`config.mk`:
```
export PLATFORM = sky130hd
export DESIGN_NAME = alu_with_status_flags_flat
export DESIGN_NICKNAME = d
export VERILOG_FILES = /design/src/rtl/awsf_pkg.sv /design/src/rtl/awsf_req_if.sv /design/src/rtl/awsf_rsp_if.sv /design/src/rtl/awsf_exec.sv /design/src/rtl/awsf_div_step.sv /design/src/rtl/alu_with_status_flags.sv /design/src/flat_wrapper.sv
export VERILOG_INCLUDE_DIRS = /design/src /design/src/rtl
export SDC_FILE = /design/constraint.sdc
export NUM_CORES = 2
export LEC_CHECK = 0
export ABC_AREA = 1
export ABC_CLOCK_PERIOD_IN_PS = 12100
export BUFFER_PORTS_ARGS = -buffer_cell sky130_fd_sc_hd__buf_4
export CAP_MARGIN = 25
export CORE_ASPECT_RATIO = 1.2
export CORE_MARGIN = 5
export CORE_UTILIZATION = 57
export CTS_CLUSTER_DIAMETER = 30
export DETAILED_ROUTE_END_ITERATION = 10
export PLACE_DENSITY = 0.81
export SLEW_MARGIN = 30
export SYNTH_ARGS = -nofsm -noshare
export SYNTH_HDL_FRONTEND = slang
export SYNTH_SLANG_ARGS = --single-unit
```
`constraint.sdc`:
```
create_clock -name clk -period 12.1 [get_ports clk]
set_input_delay 0.605 -clock clk [delete_from_list [all_inputs] [get_ports clk]]
set_output_delay 0.605 -clock clk [all_outputs]
set_load 0.01 [all_outputs]
```
`src/rtl/alu_with_status_flags_assert.svh`:
```
// ----------------------------------------------------------------------------
// alu_with_status_flags assertion macros
// Concurrent check wrappers clocked on clk and disabled while rst_n is low.
// ----------------------------------------------------------------------------
`ifndef ALU_WITH_STATUS_FLAGS_ASSERT_SVH
`define ALU_WITH_STATUS_FLAGS_ASSERT_SVH

// same-cycle implication
`define AWSF_ASSERT_SAME(label, ante, cons, msg) \
    label: assert property (@(posedge clk) disable iff (!rst_n) (ante) |-> (cons)) \
        else $error(msg);

// next-cycle implication
`define AWSF_ASSERT_NEXT(label, ante, cons, msg) \
    label: assert property (@(posedge clk) disable iff (!rst_n) (ante) |=> (cons)) \
        else $error(msg);

`endif

```
`src/rtl/awsf_pkg.sv`:
```
// ----------------------------------------------------------------------------
// awsf_pkg
// Shared types and constants of the byte/word ALU with status flags.
// ----------------------------------------------------------------------------
`timescale 1ns / 1ps
`default_nettype none

package awsf_pkg;

    localparam int DATA_W    = 16;
    localparam int DIV_STEPS = DATA_W;  // one quotient bit per stage

    // status word bit positions
    localparam int FLAG_Z = 0;
    localparam int FLAG_O = 1;
    localparam int FLAG_C = 2;
    localparam int FLAG_N = 3;

    typedef enum logic [3:0] {
        OP_MOV  = 4'd0,
        OP_ADD  = 4'd1,
        OP_SUB  = 4'd2,
        OP_MUL  = 4'd3,
        OP_DIV  = 4'd4,
        OP_CMP  = 4'd5,
        OP_NOT  = 4'd6,
        OP_AND  = 4'd7,
        OP_OR   = 4'd8,
        OP_XOR  = 4'd9,
        OP_TEST = 4'd10,
        OP_SHL  = 4'd11,
        OP_SHR  = 4'd12
    } op_t;

    typedef struct packed {
        logic [3:0]        mode;
        logic              wide;
        logic [DATA_W-1:0] source_value;
        logic [DATA_W-1:0] dest_value;
        logic [DATA_W-1:0] flags_in;
    } req_t;

    typedef struct packed {
        logic [DATA_W-1:0] res;
        logic              wb;
        logic [DATA_W-1:0] flags;
        logic              zn;
        logic              is_div;
        logic              div_zero;
        logic              div_neg;
        logic              wide;
    } exec_t;

    typedef struct packed {
        logic [DATA_W-1:0] rem;
        logic [DATA_W-1:0] quo;
        logic [DATA_W-1:0] divisor;
    } div_t;

    typedef struct packed {
        exec_t ex;
        div_t  dv;
    } stage_t;

endpackage

`default_nettype wire

```
`src/rtl/awsf_req_if.sv`:
```
// ----------------------------------------------------------------------------
// awsf_req_if
// Operation channel: valid/ready handshake with the operand word.
// ----------------------------------------------------------------------------
`timescale 1ns / 1ps
`default_nettype none

interface awsf_req_if;
    logic                      valid;
    logic                      ready;
    logic [3:0]                mode;
    logic                      wide;
    logic [awsf_pkg::DATA_W-1:0] source_value;
    logic [awsf_pkg::DATA_W-1:0] dest_value;
    logic [awsf_pkg::DATA_W-1:0] flags_in;

    modport source (output valid, mode, wide, source_value, dest_value, flags_in,
                    input ready);
    modport sink   (input valid, mode, wide, source_value, dest_value, flags_in,
                    output ready);
endinterface

`default_nettype wire

```
`src/rtl/awsf_rsp_if.sv`:
```
// ----------------------------------------------------------------------------
// awsf_rsp_if
// Result channel: valid/ready handshake with the result word.
// ----------------------------------------------------------------------------
`timescale 1ns / 1ps
`default_nettype none

interface awsf_rsp_if;
    logic                      valid;
    logic                      ready;
    logic [awsf_pkg::DATA_W-1:0] result_value;
    logic                      write_back;
    logic [awsf_pkg::DATA_W-1:0] flags_out;
    logic                      divide_fault;

    modport source (output valid, result_value, write_back, flags_out, divide_fault,
                    input ready);
    modport sink   (input valid, result_value, write_back, flags_out, divide_fault,
                    output ready);
endinterface

`default_nettype wire

```
`src/rtl/awsf_exec.sv`:
```
// ----------------------------------------------------------------------------
// awsf_exec
// Combinational operations, flag updates and divider operand preparation.
// ----------------------------------------------------------------------------
`timescale 1ns / 1ps
`default_nettype none

module awsf_exec (
    input  awsf_pkg::req_t   req,
    output awsf_pkg::stage_t stg
);

    logic [awsf_pkg::DATA_W-1:0]   mask;
    logic [awsf_pkg::DATA_W-1:0]   s;
    logic [awsf_pkg::DATA_W-1:0]   d;
    logic                          s_sign;
    logic                          d_sign;
    logic [4:0]                    cnt;
    logic [awsf_pkg::DATA_W-1:0]   sum;
    logic [awsf_pkg::DATA_W-1:0]   dif;
    logic [awsf_pkg::DATA_W-1:0]   prod;
    logic [2*awsf_pkg::DATA_W-1:0] shl_full;
    logic [awsf_pkg::DATA_W-1:0]   shr_val;
    logic [awsf_pkg::DATA_W-1:0]   low_mask;
    logic                          sum_sign;
    logic                          dif_sign;

    always_comb
    begin
        mask     = req.wide ? 16'hFFFF : 16'h00FF;
        s        = req.source_value & mask;
        d        = req.dest_value & mask;
        s_sign   = req.wide ? s[15] : s[7];
        d_sign   = req.wide ? d[15] : d[7];
        cnt      = (s > 16'd16) ? 5'd16 : s[4:0];
        sum      = d + s;
        dif      = d - s;
        prod     = d * s;
        shl_full = {16'h0000, d} << cnt;
        shr_val  = req.wide ? 16'($signed(d) >>> cnt) : (d >> cnt);
        low_mask = ~(16'hFFFF << cnt);
        sum_sign = req.wide ? sum[15] : sum[7];
        dif_sign = req.wide ? dif[15] : dif[7];

        stg.ex.res      = '0;
        stg.ex.wb       = 1'b1;
        stg.ex.flags    = req.flags_in;
        stg.ex.zn       = 1'b1;
        stg.ex.is_div   = 1'b0;
        stg.ex.div_zero = (s == '0);
        stg.ex.div_neg  = req.wide & (d[15] ^ s[15]);
        stg.ex.wide     = req.wide;

        case (awsf_pkg::op_t'(req.mode))
            awsf_pkg::OP_MOV:
            begin
                stg.ex.res = s;
            end
            awsf_pkg::OP_ADD:
            begin
                stg.ex.res = sum & mask;
                stg.ex.flags[awsf_pkg::FLAG_O] = (s_sign == d_sign) && (sum_sign != d_sign);
                stg.ex.flags[awsf_pkg::FLAG_C] = 1'b0;
            end
            awsf_pkg::OP_SUB, awsf_pkg::OP_CMP:
            begin
                stg.ex.res = dif & mask;
                stg.ex.flags[awsf_pkg::FLAG_O] = (s_sign != d_sign) && (dif_sign != d_sign);
                stg.ex.flags[awsf_pkg::FLAG_C] = 1'b0;
                stg.ex.wb  = (req.mode != awsf_pkg::OP_CMP);
            end
            awsf_pkg::OP_MUL:
            begin
                stg.ex.res = prod & mask;
            end
            awsf_pkg::OP_DIV:
            begin
                // quotient is filled in after the divide stages
                stg.ex.is_div = 1'b1;
                stg.ex.wb     = ~stg.ex.div_zero;
                stg.ex.zn     = ~stg.ex.div_zero;
            end
            awsf_pkg::OP_NOT:
            begin
                stg.ex.res = ~s & mask;
            end
            awsf_pkg::OP_AND:
            begin
                stg.ex.res = d & s;
            end
            awsf_pkg::OP_OR:
            begin
                stg.ex.res = d | s;
            end
            awsf_pkg::OP_XOR:
            begin
                stg.ex.res = d ^ s;
            end
            awsf_pkg::OP_TEST:
            begin
                stg.ex.res = d & s;
                stg.ex.wb  = 1'b0;
            end
            awsf_pkg::OP_SHL:
            begin
                stg.ex.res = shl_full[15:0] & mask;
                stg.ex.flags[awsf_pkg::FLAG_C] = req.wide ? (|shl_full[31:16])
                                                          : (|shl_full[31:8]);
            end
            awsf_pkg::OP_SHR:
            begin
                stg.ex.res = shr_val & mask;
                stg.ex.flags[awsf_pkg::FLAG_C] = |(d & low_mask);
            end
            default:
            begin
                stg.ex.wb = 1'b0;
                stg.ex.zn = 1'b0;
            end
        endcase

        // divider works on magnitudes; sign restored at the end
        stg.dv.rem     = '0;
        stg.dv.quo     = (req.wide && d[15]) ? 16'(16'h0000 - d) : d;
        stg.dv.divisor = (req.wide && s[15]) ? 16'(16'h0000 - s) : s;
    end

endmodule

`default_nettype wire

```
`src/rtl/awsf_div_step.sv`:
```
// ----------------------------------------------------------------------------
// awsf_div_step
// One restoring division step: shifts in a dividend bit, yields a quotient bit.
// ----------------------------------------------------------------------------
`timescale 1ns / 1ps
`default_nettype none

module awsf_div_step (
    input  awsf_pkg::div_t cur,
    output awsf_pkg::div_t nxt
);

    logic [awsf_pkg::DATA_W:0] trial;
    logic [awsf_pkg::DATA_W:0] dvsr;
    logic                      ge;

    always_comb
    begin
        trial = {cur.rem, cur.quo[awsf_pkg::DATA_W-1]};
        dvsr  = {1'b0, cur.divisor};
        ge    = (trial >= dvsr);
        // remainder stays below the divisor, so 16 bits hold it
        nxt.rem     = ge ? 16'(trial - dvsr) : trial[awsf_pkg::DATA_W-1:0];
        nxt.quo     = {cur.quo[awsf_pkg::DATA_W-2:0], ge};
        nxt.divisor = cur.divisor;
    end

endmodule

`default_nettype wire

```
`src/rtl/alu_with_status_flags.sv`:
```
// ----------------------------------------------------------------------------
// alu_with_status_flags: byte/word ALU with Z/O/C/N status update
// Throughput one word per cycle while the output is not stalled; a word passes the input
// register, execute and the 16 one-bit restoring divide stages on its way to the output.
// Stalls back up stage by stage; empty stages keep filling. Reset clears valid bits.
// ----------------------------------------------------------------------------
`timescale 1ns / 1ps
`default_nettype none
`include "alu_with_status_flags_assert.svh"

module alu_with_status_flags (
    input  wire logic   clk,
    input  wire logic   rst_n,
    awsf_req_if.sink    req,
    awsf_rsp_if.source  rsp
);

    localparam int LAST = awsf_pkg::DIV_STEPS;

    awsf_pkg::req_t   in_reg;
    logic             in_v_reg;
    awsf_pkg::req_t   in_word;
    awsf_pkg::stage_t exec_stg;
    awsf_pkg::stage_t pipe_reg [0:LAST];
    logic [LAST:0]    pv_reg;
    awsf_pkg::div_t   step_dv  [0:LAST-1];
    logic [LAST:0]    pen;
    logic             in_en;
    logic             out_en;
    logic             ov_reg;

    logic [awsf_pkg::DATA_W-1:0] res_reg;
    logic                        wb_reg;
    logic [awsf_pkg::DATA_W-1:0] flags_reg;
    logic                        fault_reg;

    logic [awsf_pkg::DATA_W-1:0] res_next;
    logic [awsf_pkg::DATA_W-1:0] flags_next;
    logic                        fault_next;
    logic [awsf_pkg::DATA_W-1:0] quo_signed;
    awsf_pkg::stage_t            last_stg;

    assign in_word.mode         = req.mode;
    assign in_word.wide         = req.wide;
    assign in_word.source_value = req.source_value;
    assign in_word.dest_value   = req.dest_value;
    assign in_word.flags_in     = req.flags_in;

    // a stage moves when it is empty or the one after it moves
    assign out_en    = ~ov_reg | rsp.ready;
    assign pen[LAST] = ~pv_reg[LAST] | out_en;
    genvar g;
    generate
        for (g = 0; g < LAST; g++)
        begin : g_en
            assign pen[g] = ~pv_reg[g] | pen[g+1];
        end
    endgenerate
    assign in_en     = ~in_v_reg | pen[0];
    assign req.ready = in_en;

    awsf_exec u_exec (
        .req (in_reg),
        .stg (exec_stg)
    );

    generate
        for (g = 0; g < LAST; g++)
        begin : g_div
            awsf_div_step u_step (
                .cur (pipe_reg[g].dv),
                .nxt (step_dv[g])
            );
        end
    endgenerate

    always_ff @(posedge clk or negedge rst_n)
    begin
        if (!rst_n)
        begin
            in_v_reg <= 1'b0;
            pv_reg   <= '0;
            ov_reg   <= 1'b0;
        end
        else
        begin
            if (in_en)
            begin
                in_v_reg <= req.valid;
            end
            if (pen[0])
            begin
                pv_reg[0] <= in_v_reg;
            end
            for (int k = 1; k <= LAST; k++)
            begin
                if (pen[k])
                begin
                    pv_reg[k] <= pv_reg[k-1];
                end
            end
            if (out_en)
            begin
                ov_reg <= pv_reg[LAST];
            end
        end
    end

    always_ff @(posedge clk)
    begin
        if (in_en)
        begin
            in_reg <= in_word;
        end
        if (pen[0])
        begin
            pipe_reg[0] <= exec_stg;
        end
        for (int k = 1; k <= LAST; k++)
        begin
            if (pen[k])
            begin
                pipe_reg[k].ex <= pipe_reg[k-1].ex;
                pipe_reg[k].dv <= step_dv[k-1];
            end
        end
        if (out_en)
        begin
            res_reg   <= res_next;
            wb_reg    <= pipe_reg[LAST].ex.wb;
            flags_reg <= flags_next;
            fault_reg <= fault_next;
        end
    end

    // output stage: restore quotient sign, then Z and N at operand width
    always_comb
    begin
        last_stg   = pipe_reg[LAST];
        quo_signed = last_stg.ex.div_neg ? 16'(16'h0000 - last_stg.dv.quo)
                                         : last_stg.dv.quo;
        fault_next = last_stg.ex.is_div & last_stg.ex.div_zero;
        if (last_stg.ex.is_div && !last_stg.ex.div_zero)
        begin
            res_next = quo_signed & (last_stg.ex.wide ? 16'hFFFF : 16'h00FF);
        end
        else
        begin
            res_next = last_stg.ex.res;
        end
        flags_next = last_stg.ex.flags;
        if (last_stg.ex.zn)
        begin
            flags_next[awsf_pkg::FLAG_Z] = (res_next == '0);
            flags_next[awsf_pkg::FLAG_N] = last_stg.ex.wide ? res_next[15] : res_next[7];
        end
    end

    assign rsp.valid        = ov_reg;
    assign rsp.result_value = res_reg;
    assign rsp.write_back   = wb_reg;
    assign rsp.flags_out    = flags_reg;
    assign rsp.divide_fault = fault_reg;

    `AWSF_ASSERT_SAME(a_full_when_blocked, !req.ready,
        in_v_reg && (&pv_reg) && ov_reg, "input blocked while a stage is empty")
    `AWSF_ASSERT_SAME(a_out_from_pipe, $rose(ov_reg),
        $past(pv_reg[LAST]), "result valid without a word in the last stage")
    `AWSF_ASSERT_SAME(a_fault_no_wb, ov_reg && fault_reg,
        !wb_reg && (res_reg == '0), "divide fault with write-back or nonzero result")
    `AWSF_ASSERT_NEXT(a_last_holds, pv_reg[LAST] && !pen[LAST],
        pv_reg[LAST] && $stable(pipe_reg[LAST]), "stalled last stage lost its word")

endmodule

`default_nettype wire

```
`src/flat_wrapper.sv`:
```
// flat-port wrapper written by rule: the top's interface ports become plain ports
module alu_with_status_flags_flat 
  (clk, rst_n, req_valid, req_mode, req_wide, req_source_value, req_dest_value, req_flags_in, req_ready, rsp_valid, rsp_result_value, rsp_write_back, rsp_flags_out, rsp_divide_fault, rsp_ready);
  awsf_req_if req_i ();
  awsf_rsp_if rsp_i ();
  input  wire logic clk;
  input  wire logic rst_n;
  input wire logic [$bits(req_i.valid)-1:0] req_valid;
  input wire logic [$bits(req_i.mode)-1:0] req_mode;
  input wire logic [$bits(req_i.wide)-1:0] req_wide;
  input wire logic [$bits(req_i.source_value)-1:0] req_source_value;
  input wire logic [$bits(req_i.dest_value)-1:0] req_dest_value;
  input wire logic [$bits(req_i.flags_in)-1:0] req_flags_in;
  output wire logic [$bits(req_i.ready)-1:0] req_ready;
  output wire logic [$bits(rsp_i.valid)-1:0] rsp_valid;
  output wire logic [$bits(rsp_i.result_value)-1:0] rsp_result_value;
  output wire logic [$bits(rsp_i.write_back)-1:0] rsp_write_back;
  output wire logic [$bits(rsp_i.flags_out)-1:0] rsp_flags_out;
  output wire logic [$bits(rsp_i.divide_fault)-1:0] rsp_divide_fault;
  input wire logic [$bits(rsp_i.ready)-1:0] rsp_ready;
  assign req_i.valid = req_valid;
  assign req_i.mode = req_mode;
  assign req_i.wide = req_wide;
  assign req_i.source_value = req_source_value;
  assign req_i.dest_value = req_dest_value;
  assign req_i.flags_in = req_flags_in;
  assign req_ready = req_i.ready;
  assign rsp_valid = rsp_i.valid;
  assign rsp_result_value = rsp_i.result_value;
  assign rsp_write_back = rsp_i.write_back;
  assign rsp_flags_out = rsp_i.flags_out;
  assign rsp_divide_fault = rsp_i.divide_fault;
  assign rsp_i.ready = rsp_ready;
  alu_with_status_flags u_core (.clk(clk), .rst_n(rst_n), .req(req_i), .rsp(rsp_i));
endmodule
```
After elaboration in Yosys (flattened, before gate mapping)

Memory sizes are Yosys's and may differ from the RTL's.
Index checks and enable logic that the tools add are counted.

Register bits after elaboration: 106
RAM bits: 1462
Input bits: 57
Output and inout bits: 36
Logic and storage cells: 235
Memories kept: 1

Memory list:

| memory          | depth | width | rd ports | clocked after Yosys merged registers in | write ports | line                        | source |
|---|---|---|---|---|---|---|---|
| u_core.pipe_reg | 17    | 86    | 17       | 0                                       | 17          | alu_with_status_flags.sv:24 | `awsf_pkg::stage_t pipe_reg [0:LAST];` |

Add/sub/neg operators: 21
Multipliers: 1
Magnitude comparators: 17
Eq/ne operators: 17
Shift-type cells: 4
Multiplexer cells: 72
Bitwise operators: 57
Reductions and logical operators: 17

Operator list:

| cell                    | number |
|---|---|
| $mux W16                | 23 |
| $ge A17 B16 Y1          | 16 |
| $sub A16 B16 Y16        | 17 |
| $and A16 B16 Y16        | 11 |
| $pmux W16 S10           | 1 |
| $sub A1 B16 Y16 const A | 3 |
| $mux W1                 | 43 |
| $logic_not A16 Y1       | 2 |
| $not A16 Y16            | 2 |
| $reduce_or A16 Y1       | 2 |
| $shl A16 B5 Y32         | 1 |
| $reduce_or A24 Y1       | 1 |
| $eq A4 B4 Y1 const B    | 5 |
| $not A1 Y1              | 20 |
| $or A1 B1 Y1            | 19 |
| $add A16 B16 Y16        | 1 |
| $eq A4 B3 Y1 const B    | 4 |
| $gt A16 B5 Y1 const B   | 1 |
| $mul A16 B16 Y16        | 1 |
| $or A16 B16 Y16         | 1 |
| $shl A16 B5 Y16 const A | 1 |
| $shr A16 B5 Y16         | 1 |
| $sshr A16 B5 Y16        | 1 |
| $xor A16 B16 Y16        | 1 |
| other kinds (17)        | 28 |

Longest topological paths before layout

Depth after elaboration: 21
Depth in mapped cells: 29
Depth with buffers taken out: 28

By module

A second synthesis with hierarchy kept.

Cells, all modules: 8248
Area, all modules: 83670.2 um^2

Modules (own cells, without submodules):

| module                                      | instances | cells each | area each (um^2) | sequential area each (um^2) |
|---|---|---|---|---|
| alu_with_status_flags                       | 1         | 1748       | 47083.9          | 46029.1 |
| awsf_div_step (u_core.g_div[0].u_step ...)  | 13        | 304        | 1682.9           | 0.0 |
| awsf_exec                                   | 1         | 1642       | 9884.5           | 0.0 |
| awsf_div_step (u_core.g_div[15].u_step ...) | 2         | 301        | 1595.3           | 0.0 |
| awsf_div_step (u_core.g_div[14].u_step)     | 1         | 304        | 1634.1           | 0.0 |

Least setup slack after synthesis

No wires, ideal clock.

Kind: in2reg
From: input port rsp_ready
To: memory u_core.pipe_reg[0][0] in the netlist's numbering, enable pin
Setup time: 566 ps
Arrival: 11663 ps
Data required time: 11534 ps
Slack: -128 ps
Cell stages on the path: 18
Buffers on the path: 0
Path through: inv_2 -> nand2_2 -> nor2_4 -> nand4_2 -> nor2_4 -> nand2_2 -> nor2_4 -> nand2_2 -> nor2_4 -> nand2_2 -> nor2_4 -> nand2_2 -> nor2_4 -> nand2_2 -> nor2_2 -> nand2_2 -> nor2_2 -> inv_1

RTL lines:

| what               | line                        | source |
|---|---|---|
| start: declaration | flat_wrapper.sv:20          | `input wire logic [$bits(rsp_i.ready)-1:0] rsp_ready;` |
| end: declaration   | alu_with_status_flags.sv:24 |  |

==> results.sh <==
export IMPL_outcome="completed"
export IMPL_cts_sink_count=1520
export IMPL_worst_path_max_delay_cell="sky130_fd_sc_hd__o21ai_0"
export IMPL_rows=139
export IMPL_largest_register_ff_count=1414
export IMPL_vias_per_cell=5.68
export IMPL_die_height_um=390
export IMPL_clockRootBuffer="sky130_fd_sc_hd__clkbuf_16"
export IMPL_sw_ratio_pct=31.7
export IMPL_actual_slew_at_the_worst_max_slew_pin_ns=1.08
export IMPL_grt_start_max_net_pins=88
export IMPL_numPlacedInstances=7035
export IMPL_tritoncts_clock_tree="built"
export IMPL_drive_above_1_share_pct=10.8
export IMPL_p_leak_nw=33.4
export IMPL_p_clk_share_pct=33.9
export IMPL_ys_ff_latch=1520
export IMPL_power_ir_vdd_worst_mv=0.156
export IMPL_crit_fanout=22
export IMPL_syn_area_sq_um=68600
export IMPL_fp_coreArea_sq_um=120000
export IMPL_floorplan_initialDensity_pct=57.4
export IMPL_antenna_left=0
export IMPL_ctsHtreeMaxLevel=4
export IMPL_post_route_period_util_pct=58.8
export IMPL_setup_violations=0
export IMPL_post_synth_inst_count=5458
export IMPL_reg2reg_setup_slack_ns=4.98
export IMPL_hpwlAfterDp_mm=114
export IMPL_final_hold_viol_count=0
export IMPL_cts_buffers=221
export IMPL_critical_path_max_stage_delay_ns=0.62
export IMPL_port_buffers=92
export IMPL_crit_reg2reg_launch="u_core.in_reg[48]"
export IMPL_detail_route_first_pass_iterations=6
export IMPL_wl_per_cell_um=21.8
export IMPL_die_area_sq_um=127000
export IMPL_finish_cell_count_without_fillers=7511
export IMPL_synth_main_ff_cell="sky130_fd_sc_hd__edfxtp_1"
export IMPL_yosysSeqAreaShare_pct=66.4
export IMPL_combinationalPowerShare_pct=25.0
export IMPL_data_required_time_at_the_worst_endpoint_ns=12.63
export IMPL_syn_num_nets=5952
export IMPL_route_final_wire_length_mm=164
export IMPL_worst_setup_path_startpoint="u_core.in_reg[48]"
export IMPL_setup_total_negative_slack_ns=0
export IMPL_vias=42700
export IMPL_yosysUniqueCellTypes=66
export IMPL_first_global_vias=43800
export IMPL_clk_latency_ns=0.85
export IMPL_worst_slew_margin_rel_pct=27.2
export IMPL_grt_setup_unrepaired="false"
export IMPL_rr_worst_depth=26
export IMPL_total_switching_power_mw=6.16
export IMPL_synth_avg_cell_area_sq_um=12.6
export IMPL_area_growth_pct=16.1
export IMPL_worstReg2RegEnd="u_core.pipe_reg[0][84]"
export IMPL_wire_length_of_the_first_global_routing_pass_mm=250
export IMPL_cap_violations=0
export IMPL_final_period_minus_worst_setup_slack_ns=7.12
export IMPL_clock_path_buffers=3
export IMPL_endpoint="u_core.pipe_reg[0][84]"
export IMPL_timing_critical_path_arrival_ns=7.64
export IMPL_clk_pin_slew_ns=0.05
export IMPL_design_final_nets=6254
export IMPL_min_path_type="input pin to register"
export IMPL_grt_util_all_layers_pct=25.7
export IMPL_cp_end_kind="register"
export IMPL_worst_hold_launch="req_mode[3]"
export IMPL_synth_edf_count=1501
export IMPL_grt_overflow_total=0
export IMPL_place_congestion=1.01
export IMPL_detail_route_iter0_violations=3606
export IMPL_achievable_frequency_mhz=141
export IMPL_post_route_drc_count=0
export IMPL_io_pin_count=93
export IMPL_timing_critical_path_from_type="register"
export IMPL_finalClockSkew_ns=0.0736
export IMPL_synth_warnings=0
export IMPL_dieWidth_um=327
export IMPL_antenna_found_initial=2
export IMPL_asyncSetResetFlopFracSynth_pct=1.25
export IMPL_power_per_cell_area_nw_per_um2=244
export IMPL_number_of_pins_with_negative_max_slew_slack_in_the_final_report=0
export IMPL_p_int_mw=13.3
export IMPL_worst_setup_path_type="register to register"
export IMPL_seq_power_share_pct=41.1
## synthesized netlist by cell type, types with 58 or more instances
master | n | area, sq um
sky130_fd_sc_hd__a21oi_1 | 419 | 2100
sky130_fd_sc_hd__clkbuf_1 | 58 | 218
sky130_fd_sc_hd__edfxtp_1 | 1501 | 45100
sky130_fd_sc_hd__fa_1 | 96 | 1920
sky130_fd_sc_hd__ha_1 | 341 | 4270
sky130_fd_sc_hd__inv_1 | 668 | 2510
sky130_fd_sc_hd__nand2_1 | 843 | 3160
sky130_fd_sc_hd__nand3_1 | 183 | 916
sky130_fd_sc_hd__nor2_1 | 354 | 1330
sky130_fd_sc_hd__nor3_1 | 60 | 300
sky130_fd_sc_hd__o21ai_0 | 263 | 1320
sky130_fd_sc_hd__xnor2_1 | 109 | 955
sky130_fd_sc_hd__xor2_1 | 119 | 1040
## worst max-delay path, delay by kind of cell (launching register included)
family	cells	cell delay (ns)
compound gates	4	1.18
fa+ha+maj	7	3.40
buf+inv	7	1.03
flops	1	0.33
simple gates	8	0.93
## power groups by stage
stage                     Sequential, mW  Clock (mW)  Combinational, mW
after floorplan                     7.86           0               3.51
after global placement              7.99           0               4.47
after detailed placement            8.07           0               4.64
after CTS                           8.01        6.70               4.79
after global routing                8.11        6.96               5.40
final                               8.00        6.59               4.87
## layout by cell type, fill, tap and decap left out, types with 12 or more instances in the layout
master,n
sky130_fd_sc_hd__edfxtp_1,1501
sky130_fd_sc_hd__nand2_1,834
sky130_fd_sc_hd__inv_1,660
sky130_fd_sc_hd__a21oi_1,419
sky130_fd_sc_hd__nor2_1,352
sky130_fd_sc_hd__ha_1,341
sky130_fd_sc_hd__o21ai_0,263
sky130_fd_sc_hd__clkbuf_16,221
sky130_fd_sc_hd__nand3_1,182
sky130_fd_sc_hd__buf_4,131
sky130_fd_sc_hd__xor2_1,119
sky130_fd_sc_hd__xnor2_1,109
sky130_fd_sc_hd__fa_1,96
sky130_fd_sc_hd__nor3_1,59
sky130_fd_sc_hd__dlygate4sd3_1,53
sky130_fd_sc_hd__inv_6,39
sky130_fd_sc_hd__nand4_1,36
sky130_fd_sc_hd__clkinv_1,32
sky130_fd_sc_hd__bufinv_16,28
sky130_fd_sc_hd__a221oi_1,26
sky130_fd_sc_hd__clkinv_2,25
sky130_fd_sc_hd__clkinv_4,25
sky130_fd_sc_hd__nand2_2,24
sky130_fd_sc_hd__clkinvlp_4,24
sky130_fd_sc_hd__a31oi_1,20
sky130_fd_sc_hd__or2_2,20
sky130_fd_sc_hd__nor4_1,19
sky130_fd_sc_hd__o22ai_1,19
sky130_fd_sc_hd__dfrtp_1,19
sky130_fd_sc_hd__o21bai_1,17
sky130_fd_sc_hd__o21ai_1,17
sky130_fd_sc_hd__clkbuf_1,17
sky130_fd_sc_hd__nand2_4,14
sky130_fd_sc_hd__nand3_2,14
sky130_fd_sc_hd__a211oi_1,14
sky130_fd_sc_hd__inv_2,13
sky130_fd_sc_hd__clkinv_16,13
sky130_fd_sc_hd__inv_8,13
sky130_fd_sc_hd__o211ai_1,12
## how the worst min path moves through the flow
| stage | to | slack, ns | depth (start not counted) |
|---|---|---|---|
| floorplan | u_core.in_v_reg | 0.31 | 0 |
| global placement | u_core.pipe_reg[6][85] | 0.40 | 0 |
| detailed placement | u_core.pipe_reg[10][22] | 0.40 | 0 |
| CTS | u_core.in_reg[52] | 0.003 | 1 |
| global route | u_core.in_reg[52] | 0.01 | 1 |
| finish | u_core.in_reg[52] | 0.06 | 1 |
## logic make-up (layout without fill, tap and decap cells)
logic type	Yosys count	in the layout	synth area share (%)
AOI/OAI and AO/OA	872	872	7.06
xor gates and xnor gates	228	228	2.91
muxes	1	1	0.0146
DFF	1520	1520	66.4
adders and majority gates	437	437	9.02
and+or+nand+nor	1598	1598	10.1
buffers and inverters	802	1301	4.56
other	0	3	0
## final cells by class
type                            count  area (sq um)
Inverter                          694          2610
Clock inverter                    182          2340
Tap cell                         1551          1940
Fill cell                        8141         40000
Timing Repair Buffer              187          1560
Multi-Input combinational cell   3136         20100
Antenna cell                        3          7.51
Sequential cell                  1520         45500
Clock buffer                      238          5590
## layer usage
metal	share of wire, %	global-route usage [%]	up-vias	wire, um
met2	53	47.5	1642	87100
met4	6.3	14.9	2	10400
met1	35	27.9	20700	57500
li1	-	-	19800	-
met3	5.3	4.15	472	8620
met5	0.0043	0	-	7
## stage by stage
| stage | worst slack (ns) | area [sq um] | util [%] | power (mW) | hold slack [ns] |
|---|---|---|---|---|---|
| 6_report | 4.98 | 79700 | 66.6 | 19.5 | 0.0618 |
| 5_1_grt | 4.43 | 79700 | 66.6 | 20.5 | 0.0144 |
| 4_1_cts | 4.79 | 79600 | 66.6 | 19.5 | 0.00269 |
| 3_5_place_dp | 5.15 | 71200 | 59.5 | 12.7 | 0.405 |
| 3_3_place_gp | 5.30 | 71200 | 59.5 | 12.5 | 0.400 |
| 2_1_floorplan | 0.689 | 68700 | - | 11.4 | 0.309 |
## timing repair
action / CTS / global route
resized for setup: 0 / 0
hold buffers: 53 / 0
setup buffers: 0 / 0
hold endpoints to repair: 71 / 0
Power figures use the tool's default switching activity.
